`config.mk`:
```
export PLATFORM = sky130hd
export DESIGN_NAME = ffba_ctrl
export DESIGN_NICKNAME = d
export VERILOG_FILES = /design/src/rtl/first_fit_block_allocator_assert.svh /design/src/rtl/ffba_pkg.sv /design/src/rtl/ffba_ctrl.sv
export SDC_FILE = /design/constraint.sdc
export NUM_CORES = 1
export LEC_CHECK = 0
export BUFFER_PORTS_ARGS = -buffer_cell sky130_fd_sc_hd__buf_2
export CAP_MARGIN = 20
export CORE_AREA = 2 2 39 41
export CTS_CLUSTER_DIAMETER = 80
export DETAILED_ROUTE_END_ITERATION = 10
export DIE_AREA = 0 0 41 43
export PLACE_DENSITY_LB_ADDON = 0.08
export SYNTH_ARGS = -nofsm -noshare
export SYNTH_HDL_FRONTEND = slang
export SYNTH_SLANG_ARGS = --single-unit
```
`constraint.sdc`:
```
create_clock -name i_clk -period 1 [get_ports i_clk]
set_clock_uncertainty 0.05 [all_clocks]
set_input_delay 0.05 -clock i_clk [delete_from_list [all_inputs] [get_ports i_clk]]
set_output_delay 0.05 -clock i_clk [all_outputs]
set_load 0.01 [all_outputs]
```
`src/rtl/first_fit_block_allocator_assert.svh`:
```
// Assertion macros for the first-fit block allocator.
// Included by the datapath, which checks its own logic; no other dependencies.
`ifndef FIRST_FIT_BLOCK_ALLOCATOR_ASSERT_SVH
`define FIRST_FIT_BLOCK_ALLOCATOR_ASSERT_SVH
`ifndef NO_ASSERTIONS
// Same-cycle implication
`define FFBA_ASSERT_IMP(name, clk, rst_n, ante, cons) \
    name: assert property (@(posedge clk) disable iff (!rst_n) (ante) |-> (cons)) \
        else $error("first_fit_block_allocator: assertion failed");
// Next-cycle implication
`define FFBA_ASSERT_NXT(name, clk, rst_n, ante, cons) \
    name: assert property (@(posedge clk) disable iff (!rst_n) (ante) |=> (cons)) \
        else $error("first_fit_block_allocator: assertion failed");
`else
`define FFBA_ASSERT_IMP(name, clk, rst_n, ante, cons)
`define FFBA_ASSERT_NXT(name, clk, rst_n, ante, cons)
`endif
`endif

```
`src/rtl/ffba_pkg.sv`:
```
// Shared types and constants for the first-fit block allocator.
// No dependencies; used by the controller, the datapath and the top level.
package ffba_pkg;

    localparam int FFBA_MAX_BLOCKS = 64;
    localparam int FFBA_HEADER_BYTES = 16;
    localparam logic [31:0] FFBA_HEAP_LIMIT_RST = 32'h0001_0000;

    typedef enum logic [0:0] {
        FN_ALLOC   = 1'b0,
        FN_RELEASE = 1'b1
    } t_ffba_func;

    typedef enum logic [1:0] {
        ST_OK      = 2'd0,
        ST_ZERO    = 2'd1,
        ST_NOSPACE = 2'd2,
        ST_UNKNOWN = 2'd3
    } t_ffba_status;

    typedef struct packed {
        t_ffba_func  func;
        logic [31:0] req_size;
        logic [31:0] block_addr;
    } t_ffba_req;

    typedef struct packed {
        logic [31:0]  result_addr;
        t_ffba_status status;
    } t_ffba_rsp;

    // One row of the block table
    typedef struct packed {
        logic [31:0] offset;
        logic [31:0] size;
        logic        free;
    } t_ffba_entry;

    typedef enum logic [1:0] {
        S_IDLE,
        S_SCAN,
        S_FINISH
    } t_ffba_state;

    // Controller to datapath
    typedef struct packed {
        logic capture;
        logic scan;
        logic commit;
        logic out_load;
    } t_ffba_cmd;

    // Datapath to controller
    typedef struct packed {
        logic trivial;
        logic hit;
        logic scan_done;
        logic out_busy;
    } t_ffba_stat;

endpackage

```
`src/rtl/ffba_ctrl.sv`:
```
// Controller state machine of the first-fit block allocator.
// Depends on ffba_pkg; drives the datapath through t_ffba_cmd.
module ffba_ctrl (
    input  logic                i_clk,
    input  logic                i_rst_n,
    input  logic                i_in_valid,
    input  ffba_pkg::t_ffba_stat i_stat,
    output logic                o_in_ready,
    output ffba_pkg::t_ffba_cmd  o_cmd
);

    ffba_pkg::t_ffba_state r_state;
    ffba_pkg::t_ffba_state n_state;

    // Advance state
    always_ff @(posedge i_clk) begin
        if (!i_rst_n) begin
            r_state <= ffba_pkg::S_IDLE;
        end else begin
            r_state <= n_state;
        end
    end

    // Next state
    always_comb begin
        n_state = r_state;
        unique case (r_state)
            ffba_pkg::S_IDLE: begin
                if (i_in_valid) begin
                    n_state = ffba_pkg::S_SCAN;
                end
            end
            ffba_pkg::S_SCAN: begin
                if (i_stat.trivial || i_stat.hit || i_stat.scan_done) begin
                    n_state = ffba_pkg::S_FINISH;
                end
            end
            ffba_pkg::S_FINISH: begin
                if (!i_stat.out_busy) begin
                    n_state = ffba_pkg::S_IDLE;
                end
            end
            default: n_state = ffba_pkg::S_IDLE;
        endcase
    end

    // Commands
    always_comb begin
        o_cmd      = '0;
        o_in_ready = 1'b0;
        unique case (r_state)
            ffba_pkg::S_IDLE: begin
                o_in_ready    = 1'b1;
                o_cmd.capture = i_in_valid;
            end
            ffba_pkg::S_SCAN: begin
                if (i_stat.trivial || i_stat.hit || i_stat.scan_done) begin
                    o_cmd.commit = 1'b1;
                end else begin
                    o_cmd.scan = 1'b1;
                end
            end
            ffba_pkg::S_FINISH: begin
                o_cmd.out_load = !i_stat.out_busy;
            end
            default: o_cmd = '0;
        endcase
    end

endmodule

```
# After elaboration in Yosys (flattened, before gate mapping)
# Cells that the tools add are included.
word_totals:
  register_bits: 2
  inputBits: 7
  output_inout_bits: 5
  wordCells: 21
classes:
  eq_ne: 5
  mux: 10
  reduce_logical: 5
ops:
  columns: ["op", "n"]
  rows:
  - ["2-bit two-way mux", 4]
  - ["2-bit inequality test, second input constant", 3]
  - ["2-bit one-hot mux with 3 select lines", 1]
  - ["1-bit two-way mux", 5]
  - ["3-bit AND reduction", 1]
  - ["2-bit by 1-bit equality test with 1-bit output, second input constant", 1]
  - ["2-bit equality test, second input constant", 1]
  - ["2-bit logical NOT", 1]
  - ["1-bit logical OR", 2]
  - ["1-bit logical NOT", 1]

# Longest topological paths before layout
# Gate-level depths: netlist of the first run.
depth:
  depth_word: 4
  ltp_mapped: 2
  mapped_depth_nobuf: 2

# Worst setup path before layout of the first run
# No wires, ideal clock.
synth_path:
  path_kind: "register -> output"
  start: "reg r_state[0]"
  end: "out o_cmd[3] (netlist bit)"
  t_arrival_ns: 0.720
  required_ns: 0.900
  setup_slack_ns: 0.180
  stages_incl_launch_ff: 3
  path_buffers: 0
  cell_sequence: "dfxtp_1 > nor2_1 > and2_1"
synth_lines:
  columns: ["item", "line", "text"]
  rows:
  - ["start: declaration", "ffba_ctrl.sv:12", "ffba_pkg::t_ffba_state r_state;"]
  - ["start signal: assignment", "ffba_ctrl.sv:18", "r_state <= ffba_pkg::S_IDLE;"]
  - ["start signal: assignment", "ffba_ctrl.sv:20", "r_state <= n_state;"]
  - ["end: declaration", "ffba_ctrl.sv:9", "output ffba_pkg::t_ffba_cmd o_cmd"]

==> results of run 1 <==
-- cell usage after synthesis --
master	n
o22ai_1	1
nor3_1	1
dfxtp_1	2
o21ai_2	1
or3_4	1
nand3b_1	1
nand2_1	1
nand2b_1	2
nand4bb_1	1
and2_1	1
nor2_1	4
-- path summary, 6_finish.rpt --
path / start / to / slack, ps / depth (start not counted)
worst max-delay path: r_state[1] / o_cmd[2] / -40 / 3
worst min-delay path: i_stat[0] / r_state[1] / 50 / 3
worst max register to register: r_state[0] / r_state[1] / 140 / 3
worst min register to register: r_state[0] / r_state[0] / 530 / 2
-- through the flow --
| step | TNS, ps | hold slack (ps) |
|---|---|---|
| global route | -288 | 74.0 |
| floorplan | 0 | 97.5 |
| detailed placement | 0 | 300 |
| finish | -86.5 | 53.1 |
| global placement | 0 | 296 |
| CTS | -163 | 54.2 |
-- area by class of cell --
cell class | instances | area (um^2) | area share (%)
Sequential cell | 2 | 47.5 | 17.9
Timing Repair Buffer | 12 | 62.6 | 23.6
Clock buffer | 3 | 22.5 | 8.49
Multi-Input combinational cell | 14 | 113 | 42.5
Tap cell | 16 | 20.0 | 7.55
-- per-layer routing --
metal  wire (um)  part of all wire, %  up-vias
li1            -                    -       87
met1         163                   41       70
met2         201                   50        8
met3          36                  9.0        0
met4           0                    0        0
met5           0                    0        -
-- cells by family (layout without fill, tap and decap cells) --
family	after synthesis	count (layout)
buffers and inverters	0	15
flip-flops	2	2
AO/OA/AOI/OAI	2	2
AND/OR/NAND/NOR	12	12
-- report_power, final --
group	switching (uW)	internal (uW)
sequential	11.9	85.1
combinational	31.9	44.6
clock	46.4	133
-- what timing repair did --
action                                  4_1_cts  5_1_grt
endpoints found under the setup margin        4        4
hold endpoints to repair                      0        0
buffers inserted                              1        0
resized for setup                             7        2
pin swaps                                     0        2
cloned                                        0        0
-- worst max-delay path, stage by stage, from the launching register on --
cell	delay, ps
dfxtp_4	360
nand2b_4	150
nor2_1	80
buf_2	130
==> impl_metrics.env, run 1 <==
export IMPL_status="complete, but fails checks"
export IMPL_violations="setup timing"
export IMPL_ant_nets=0
export IMPL_synth_compound_area_share_pct=11.8
export IMPL_final_common_cell="buf_2"
export IMPL_synthTopCellsByArea="dfxtp_1 (31%), nor2_1 (12%), nand2b_1 (9.8%), nand4bb_1 (8.8%), or3_4 (8.8%)"
export IMPL_die_h_um=43
export IMPL_period_share_pct=104
export IMPL_grt_pass1_vias=165
export IMPL_syn_area_per_cell_um2=7.98
export IMPL_cts_hold_buf=0
export IMPL_syn_inst=16
export IMPL_synth_top_area_cell="dfxtp_1"
export IMPL_yosysWarningCount=0
export IMPL_critical_path_class="reg2out"
export IMPL_nNetsFinal=40
export IMPL_met1_usage_pct=6.07
export IMPL_cp_required_ps=900
export IMPL_start_util_pct=9.22
export IMPL_grt_start_max_net_pins=6
export IMPL_crit_path_start_kind="flip-flop"
export IMPL_power_total_uw=352
export IMPL_final_area_um2=265
export IMPL_wl_per_cell_um=8.53
export IMPL_muxShareOfSynthArea_pct=0
export IMPL_gp_congestion=0.632
export IMPL_place_detailed_hpwl_um=318
export IMPL_clk_latency_ps=220
export IMPL_largest_reg_flops=2
export IMPL_synth_cell_types=11
export IMPL_clkSinkCount=2
export IMPL_design_core_area_um2=1380
export IMPL_clk_path_buf_depth=2
export IMPL_syn_nets=23
export IMPL_fin_cells=47
export IMPL_rows=14
export IMPL_hold_viol=0
export IMPL_grt_usage_pct=5.71
export IMPL_cts_max_level=1
export IMPL_die_x_um=41
export IMPL_grt_overflow=0
export IMPL_viasPerCell=3.51
export IMPL_yosys_area_share_adder_pct=0
export IMPL_regMostFlops="r_state"
export IMPL_antenna_found_initial=0
export IMPL_yosys_area_share_simple_pct=56.9
export IMPL_grt_met2_usage_pct=7.19
export IMPL_endpoint_kind="output pin"
export IMPL_grt_use_met3_pct=3.14
export IMPL_synth_xor_area_share_pct=0
export IMPL_synth_top_cell_area_share_pct=31.4
export IMPL_area_growth_syn_to_layout_pct=108
export IMPL_cts_buffers=3
export IMPL_routed_wl_um=401
export IMPL_power_density_nw_per_um2=1330
export IMPL_antenna_cells=0
export IMPL_ys_ff_latch=2
export IMPL_root_buffer="clkbuf_4"
export IMPL_fmax_mhz=964
export IMPL_drt_iter0_markers=0
export IMPL_pre_cts_ws_ps=123
export IMPL_grt_pass1_wl_um=614
export IMPL_final_core_util_pct=19.2
export IMPL_cts_tree="built"
export IMPL_fillers=160
export IMPL_placed_cells=43
export IMPL_synth_top_family_by_area="simple AND/OR/NAND/NOR gates"
export IMPL_clk_pin_slew_ps=30
export IMPL_crit_path_max_fanout=5
export IMPL_layout_min_cycle_time_ps=1040
export IMPL_slew_headroom_pct=80.0
export IMPL_cellLeakagePower_uw=0.000116
export IMPL_irDropWorstVdd_uv=335
export IMPL_portBuffers=11
export IMPL_reg_largest_list="r_state (2)"
export IMPL_die_area_um2=1760
export IMPL_vias=165
export IMPL_slew_viol_final=0
export IMPL_min_path_type="in2reg"
export IMPL_ios=12
export IMPL_grt_busiest_layer="met2"
export IMPL_drc_errors=0
export IMPL_dpl_cell_area_um2=203
export IMPL_worst_endpoint_arrival_ps=940
export IMPL_worstMarginPinSlew_ps=297
export IMPL_rsz0062_at_grt="true"
export IMPL_firstDrtPassIters=1
export IMPL_ys_seq_area_share_pct=31.4
export IMPL_cap_violations=0
export IMPL_timing_final_ws_setup_ps=-37.7
export IMPL_syn_area_um2=128
export IMPL_layout_common_cells="buf_2 (11), clkbuf_4 (3), nand2b_4 (2), nor2_1 (2), dfxtp_4 (2)"
export IMPL_final_layout_size_suffix_gt1_share_pct=74.2
export IMPL_setup_violations=4
Power figures use the tool's default switching activity.
==> run 2, diff against run 1 <==
ABC_AREA = 1   (was default)
SLEW_MARGIN = 10   (was default)
==> impl_metrics.env, run 2 <==
export IMPL_yosysMostFrequentCell="inv_1"
export IMPL_critical_path_buf_inv_count=3
export IMPL_gp_congestion=0.587
export IMPL_synth_flop_cell="dfxtp_1"
export IMPL_endpoint_kind="output pin"
export IMPL_cap_violations=0
export IMPL_clkSinkCount=2
export IMPL_synth_common_cells="inv_1 (5), nand2_1 (4)"
export IMPL_ios=12
export IMPL_power_density_nw_per_um2=1270
export IMPL_timing_final_ws_setup_ps=-26.0
export IMPL_start_util_pct=9.40
export IMPL_antenna_found_initial=0
export IMPL_period_share_pct=103
export IMPL_placed_cells=47
export IMPL_rsz0062_at_grt="true"
export IMPL_cp_slowest_stage_delay_ps=330
export IMPL_synth_edf_count=0
export IMPL_clk_path_buf_depth=2
export IMPL_crit_path_start_kind="flip-flop"
export IMPL_synthTopCellsByArea="dfxtp_1 (31%), inv_1 (14%), a21oi_2 (13%), nand2_1 (12%), nor2_2 (9.6%)"
export IMPL_critical_path_class="reg2out"
export IMPL_vias=175
export IMPL_fmax_mhz=975
export IMPL_grt_overflow=0
export IMPL_power_total_uw=342
export IMPL_die_x_um=41
export IMPL_slew_headroom_pct=88.5
export IMPL_syn_area_per_cell_um2=6.51
export IMPL_worstMarginPinSlew_ps=171
export IMPL_routed_wl_um=362
export IMPL_area_growth_syn_to_layout_pct=107
export IMPL_min_path_type="in2reg"
export IMPL_grt_start_max_net_pins=5
export IMPL_drt_iter0_markers=2
export IMPL_cts_hold_buf=0
export IMPL_nNetsFinal=46
export IMPL_syn_area_um2=130
export IMPL_crit_slowest_cell="dfxtp_2"
export IMPL_grt_usage_pct=4.90
export IMPL_dpl_cell_area_um2=205
export IMPL_ant_nets=0
export IMPL_cts_tree="built"
export IMPL_synth_top_cell_area_share_pct=30.8
export IMPL_firstDrtPassIters=2
export IMPL_rows=14
export IMPL_reg_largest_list="r_state (2)"
export IMPL_final_common_cell="buf_2"
export IMPL_clk_pin_slew_ps=30
export IMPL_final_setup_tns_ps=-54.4
export IMPL_syn_nets=27
export IMPL_drc_errors=0
export IMPL_cp_required_ps=900
export IMPL_worst_endpoint_arrival_ps=930
export IMPL_yosysWarningCount=0
export IMPL_irDropWorstVdd_uv=474
export IMPL_fin_cells=53
export IMPL_viasPerCell=3.30
export IMPL_regMostFlops="r_state"
export IMPL_setup_violations=3
export IMPL_clk_latency_ps=220
export IMPL_cts_max_level=1
export IMPL_die_area_um2=1760
export IMPL_synth_top_area_cell="dfxtp_1"
export IMPL_largest_reg_flops=2
export IMPL_grt_pass1_vias=164
export IMPL_hold_viol=0
export IMPL_crit_family="flip-flops"
export IMPL_layout_common_cells="buf_2 (10), inv_1 (4), nand2_1 (3), clkbuf_4 (3), buf_4 (3)"
export IMPL_grt_pass1_wl_um=524
export IMPL_syn_inst=20
export IMPL_wl_per_cell_um=6.83
export IMPL_ys_ff_latch=2
export IMPL_holdWs_ps=39.7
export IMPL_crit_path_max_fanout=3
export IMPL_design_core_area_um2=1380
export IMPL_status="complete, but fails checks"
export IMPL_layout_min_cycle_time_ps=1030
export IMPL_crit_top_cell="inv_2"
export IMPL_cellLeakagePower_uw=0.000149
export IMPL_cp_cell_sequence="inv_2, nor2_4, nand3_2, inv_2, buf_6"
export IMPL_die_h_um=43
export IMPL_final_layout_size_suffix_gt1_share_pct=73.0
export IMPL_synth_cell_types=9
export IMPL_antenna_cells=0
export IMPL_violations="setup timing"
export IMPL_synth_async_sr_flop_share_pct=0
export IMPL_final_area_um2=269
export IMPL_cts_buffers=3
export IMPL_slew_viol_final=0
export IMPL_root_buffer="clkbuf_4"
export IMPL_portBuffers=11
export IMPL_ys_seq_area_share_pct=30.8
run 2: layout make-up:
type                    count  area [um^2]
inverters                   6         22.5
repair buffers             14         83.8
multi-input cells          12         75.1
well taps                  16         20.0
flip-flops and latches      2         45.0
fillers                   165         1110
clock buffers               3         22.5
run 2: path summary, 6_finish.rpt:
path / startpoint / to / slack (ps) / cells after the start
max: r_state[0] / o_cmd[2] / -30 / 5
min: i_rst_n / r_state[0] / 40 / 3
max reg2reg: r_state[0] / r_state[0] / 70 / 5
min reg2reg: r_state[1] / r_state[1] / 490 / 2
run 2: routing by layer:
metal / track usage [%] / part of all wire [%] / vias to the layer above
met5: 0 / 0 / -
met2: 7.50 / 56 / 5
met4: 6.00 / 0 / 0
li1: - / - / 94
met3: 3.14 / 9.1 / 0
met1: 3.18 / 35 / 76
run 2: cell families after synthesis:
family	Yosys count	synth area share (%)
buffers and inverters	6	17.3
DFF	2	30.8
AOI/OAI and AO/OA	2	13.5
and+or+nand+nor	10	38.5
run 2: stage by stage:
step	utilization [%]	worst slack (ps)
2_1_floorplan	-	196
3_3_place_gp	14.8	126
3_5_place_dp	14.8	120
4_1_cts	18.6	-47.7
5_1_grt	19.4	-90.7
6_report	19.4	-26.0
run 2: report_power, final:
part / internal, uW / switching (uW)
sequential: 85.5 / 6.00
combinational: 38.3 / 37.4
clock: 132 / 42.9
run 2: repair_timing:
item	4_1_cts	5_1_grt
pin swaps	2	1
gates resized for setup	3	4
endpoints found under the setup margin	4	4
cloned	0	0
buffers inserted	3	0
run 2: worst min-delay path, cell delays in order:
cell and delay [ps]:
buf_2 90, inv_1 80, a21oi_2 40
==> run 3, diff against run 2 <==
BUFFER_PORTS_ARGS = -buffer_cell sky130_fd_sc_hd__buf_4   (was -buffer_cell sky130_fd_sc_hd__buf_2)
CTS_CLUSTER_SIZE = 14   (was default)
==> impl_metrics.env, run 3 (synthesized netlist as in run 2, its figures left out) <==
export IMPL_setup_violations=2
export IMPL_ios=12
export IMPL_clk_pin_slew_ps=30
export IMPL_grt_start_max_net_pins=5
export IMPL_rows=14
export IMPL_vias=170
export IMPL_fin_cells=53
export IMPL_layout_common_cells="buf_4 (13), inv_1 (4), nand2_1 (4)"
export IMPL_gp_congestion=0.657
export IMPL_cts_hold_buf=0
export IMPL_cts_max_level=1
export IMPL_hold_viol=0
export IMPL_violations="setup timing"
export IMPL_antenna_found_initial=0
export IMPL_crit_path_start_kind="flip-flop"
export IMPL_irDropWorstVdd_uv=382
export IMPL_placed_cells=47
export IMPL_crit_path_max_fanout=3
export IMPL_slew_headroom_pct=88.6
export IMPL_area_growth_syn_to_layout_pct=122
export IMPL_start_util_pct=9.40
export IMPL_clk_latency_ps=220
export IMPL_final_layout_size_suffix_gt1_share_pct=70.3
export IMPL_drc_errors=0
export IMPL_layout_min_cycle_time_ps=1010
export IMPL_cts_buffers=3
export IMPL_viasPerCell=3.21
export IMPL_status="complete, but fails checks"
export IMPL_rsz0062_at_grt="true"
export IMPL_critical_path_class="reg2out"
export IMPL_worstMarginPinSlew_ps=170
export IMPL_reg_largest_list="r_state (2)"
export IMPL_die_x_um=41
export IMPL_die_h_um=43
export IMPL_clk_path_buf_depth=2
export IMPL_cap_violations=0
export IMPL_worst_endpoint_arrival_ps=910
export IMPL_die_area_um2=1760
export IMPL_antenna_cells=0
export IMPL_period_share_pct=101
export IMPL_ant_nets=0
export IMPL_root_buffer="clkbuf_4"
export IMPL_grt_pass1_wl_um=455
export IMPL_largest_reg_flops=2
export IMPL_cts_tree="built"
export IMPL_drt_iter0_markers=2
export IMPL_regToRegSetupSlack_ps=90
export IMPL_design_core_area_um2=1380
export IMPL_final_common_cell="buf_4"
export IMPL_place_detailed_hpwl_um=274
export IMPL_power_total_uw=356
export IMPL_nNetsFinal=46
export IMPL_wl_per_cell_um=6.58
export IMPL_fmax_mhz=991
export IMPL_cp_required_ps=900
export IMPL_grt_overflow=0
export IMPL_clkSinkCount=2
export IMPL_grt_usage_pct=4.21
export IMPL_timing_final_ws_setup_ps=-8.74
export IMPL_slew_viol_final=0
export IMPL_pre_cts_ws_ps=133
export IMPL_regMostFlops="r_state"
export IMPL_power_density_nw_per_um2=1230
export IMPL_routed_wl_um=349
export IMPL_portBuffers=11
export IMPL_min_path_type="in2reg"
export IMPL_endpoint_kind="output pin"
export IMPL_cellLeakagePower_uw=0.000155
export IMPL_final_core_util_pct=20.9
export IMPL_grt_pass1_vias=152
export IMPL_firstDrtPassIters=4
==> run 3: cell types whose count changed in the layout (fill, tap and decap cells not counted) <==
| cell | before | now |
|---|---|---|
| nand2_1 | 3 | 4 |
| dfxtp_4 | 1 | 0 |
| nand2_2 | 1 | 0 |
| dfxtp_2 | 1 | 2 |
| buf_4 | 3 | 13 |
| buf_2 | 10 | 0 |
==> run 3: cell type report <==
cell class | count | area, um^2
timing repair buffer | 14 | 109
sequential | 2 | 42.5
fill | 164 | 1090
tap | 16 | 20.0
inverter | 6 | 22.5
clock buffer | 3 | 22.5
multi-input combinational | 12 | 72.6
==> run 3: critical path: stages, from the launching register on <==
cell	delay (ps)
dfxtp_2	330
inv_2	50
nor2_4	80
nand2_1	70
inv_1	50
buf_4	110
==> run 3: path summary, 6_finish.rpt <==
kind	startpoint	to	cells past startpoint
setup reg to reg	r_state[0]	r_state[0]	5
setup / recovery	r_state[0]	o_cmd[1]	5
hold / removal	i_rst_n	r_state[1]	3
hold reg to reg	r_state[1]	r_state[1]	2
==> run 3: per-layer routing <==
layer	track usage (%)	vias to the layer above	part of all wire, %
li1	-	92	-
met1	3.19	73	34
met2	6.25	5	57
met3	1.57	0	8.6
met4	6.00	0	0
met5	0	-	0
==> run 3: metrics by stage <==
step	hold WS [ps]	TNS, ps	instance area, um^2
final	37.7	-16.3	289
after global routing	67.2	-158	289
after CTS	35.4	-73.1	289
after detailed placement	270	0	233
after global placement	278	0	233
after floorplan	97.5	0	130
==> run 3: report_power, final <==
group / leakage, uW / switching [uW] / internal (uW)
Combinational: 0.000124 / 37.7 / 50.7
Sequential: 0.0000172 / 5.87 / 86.9
Clock: 0.0000138 / 42.8 / 132
==> run 3: repair_timing <==
item                                    in CTS  in global routing
setup buffers                                3                  0
endpoints found under the setup margin       4                  4
resized for setup                            5                  0
pin swaps                                    2                  0
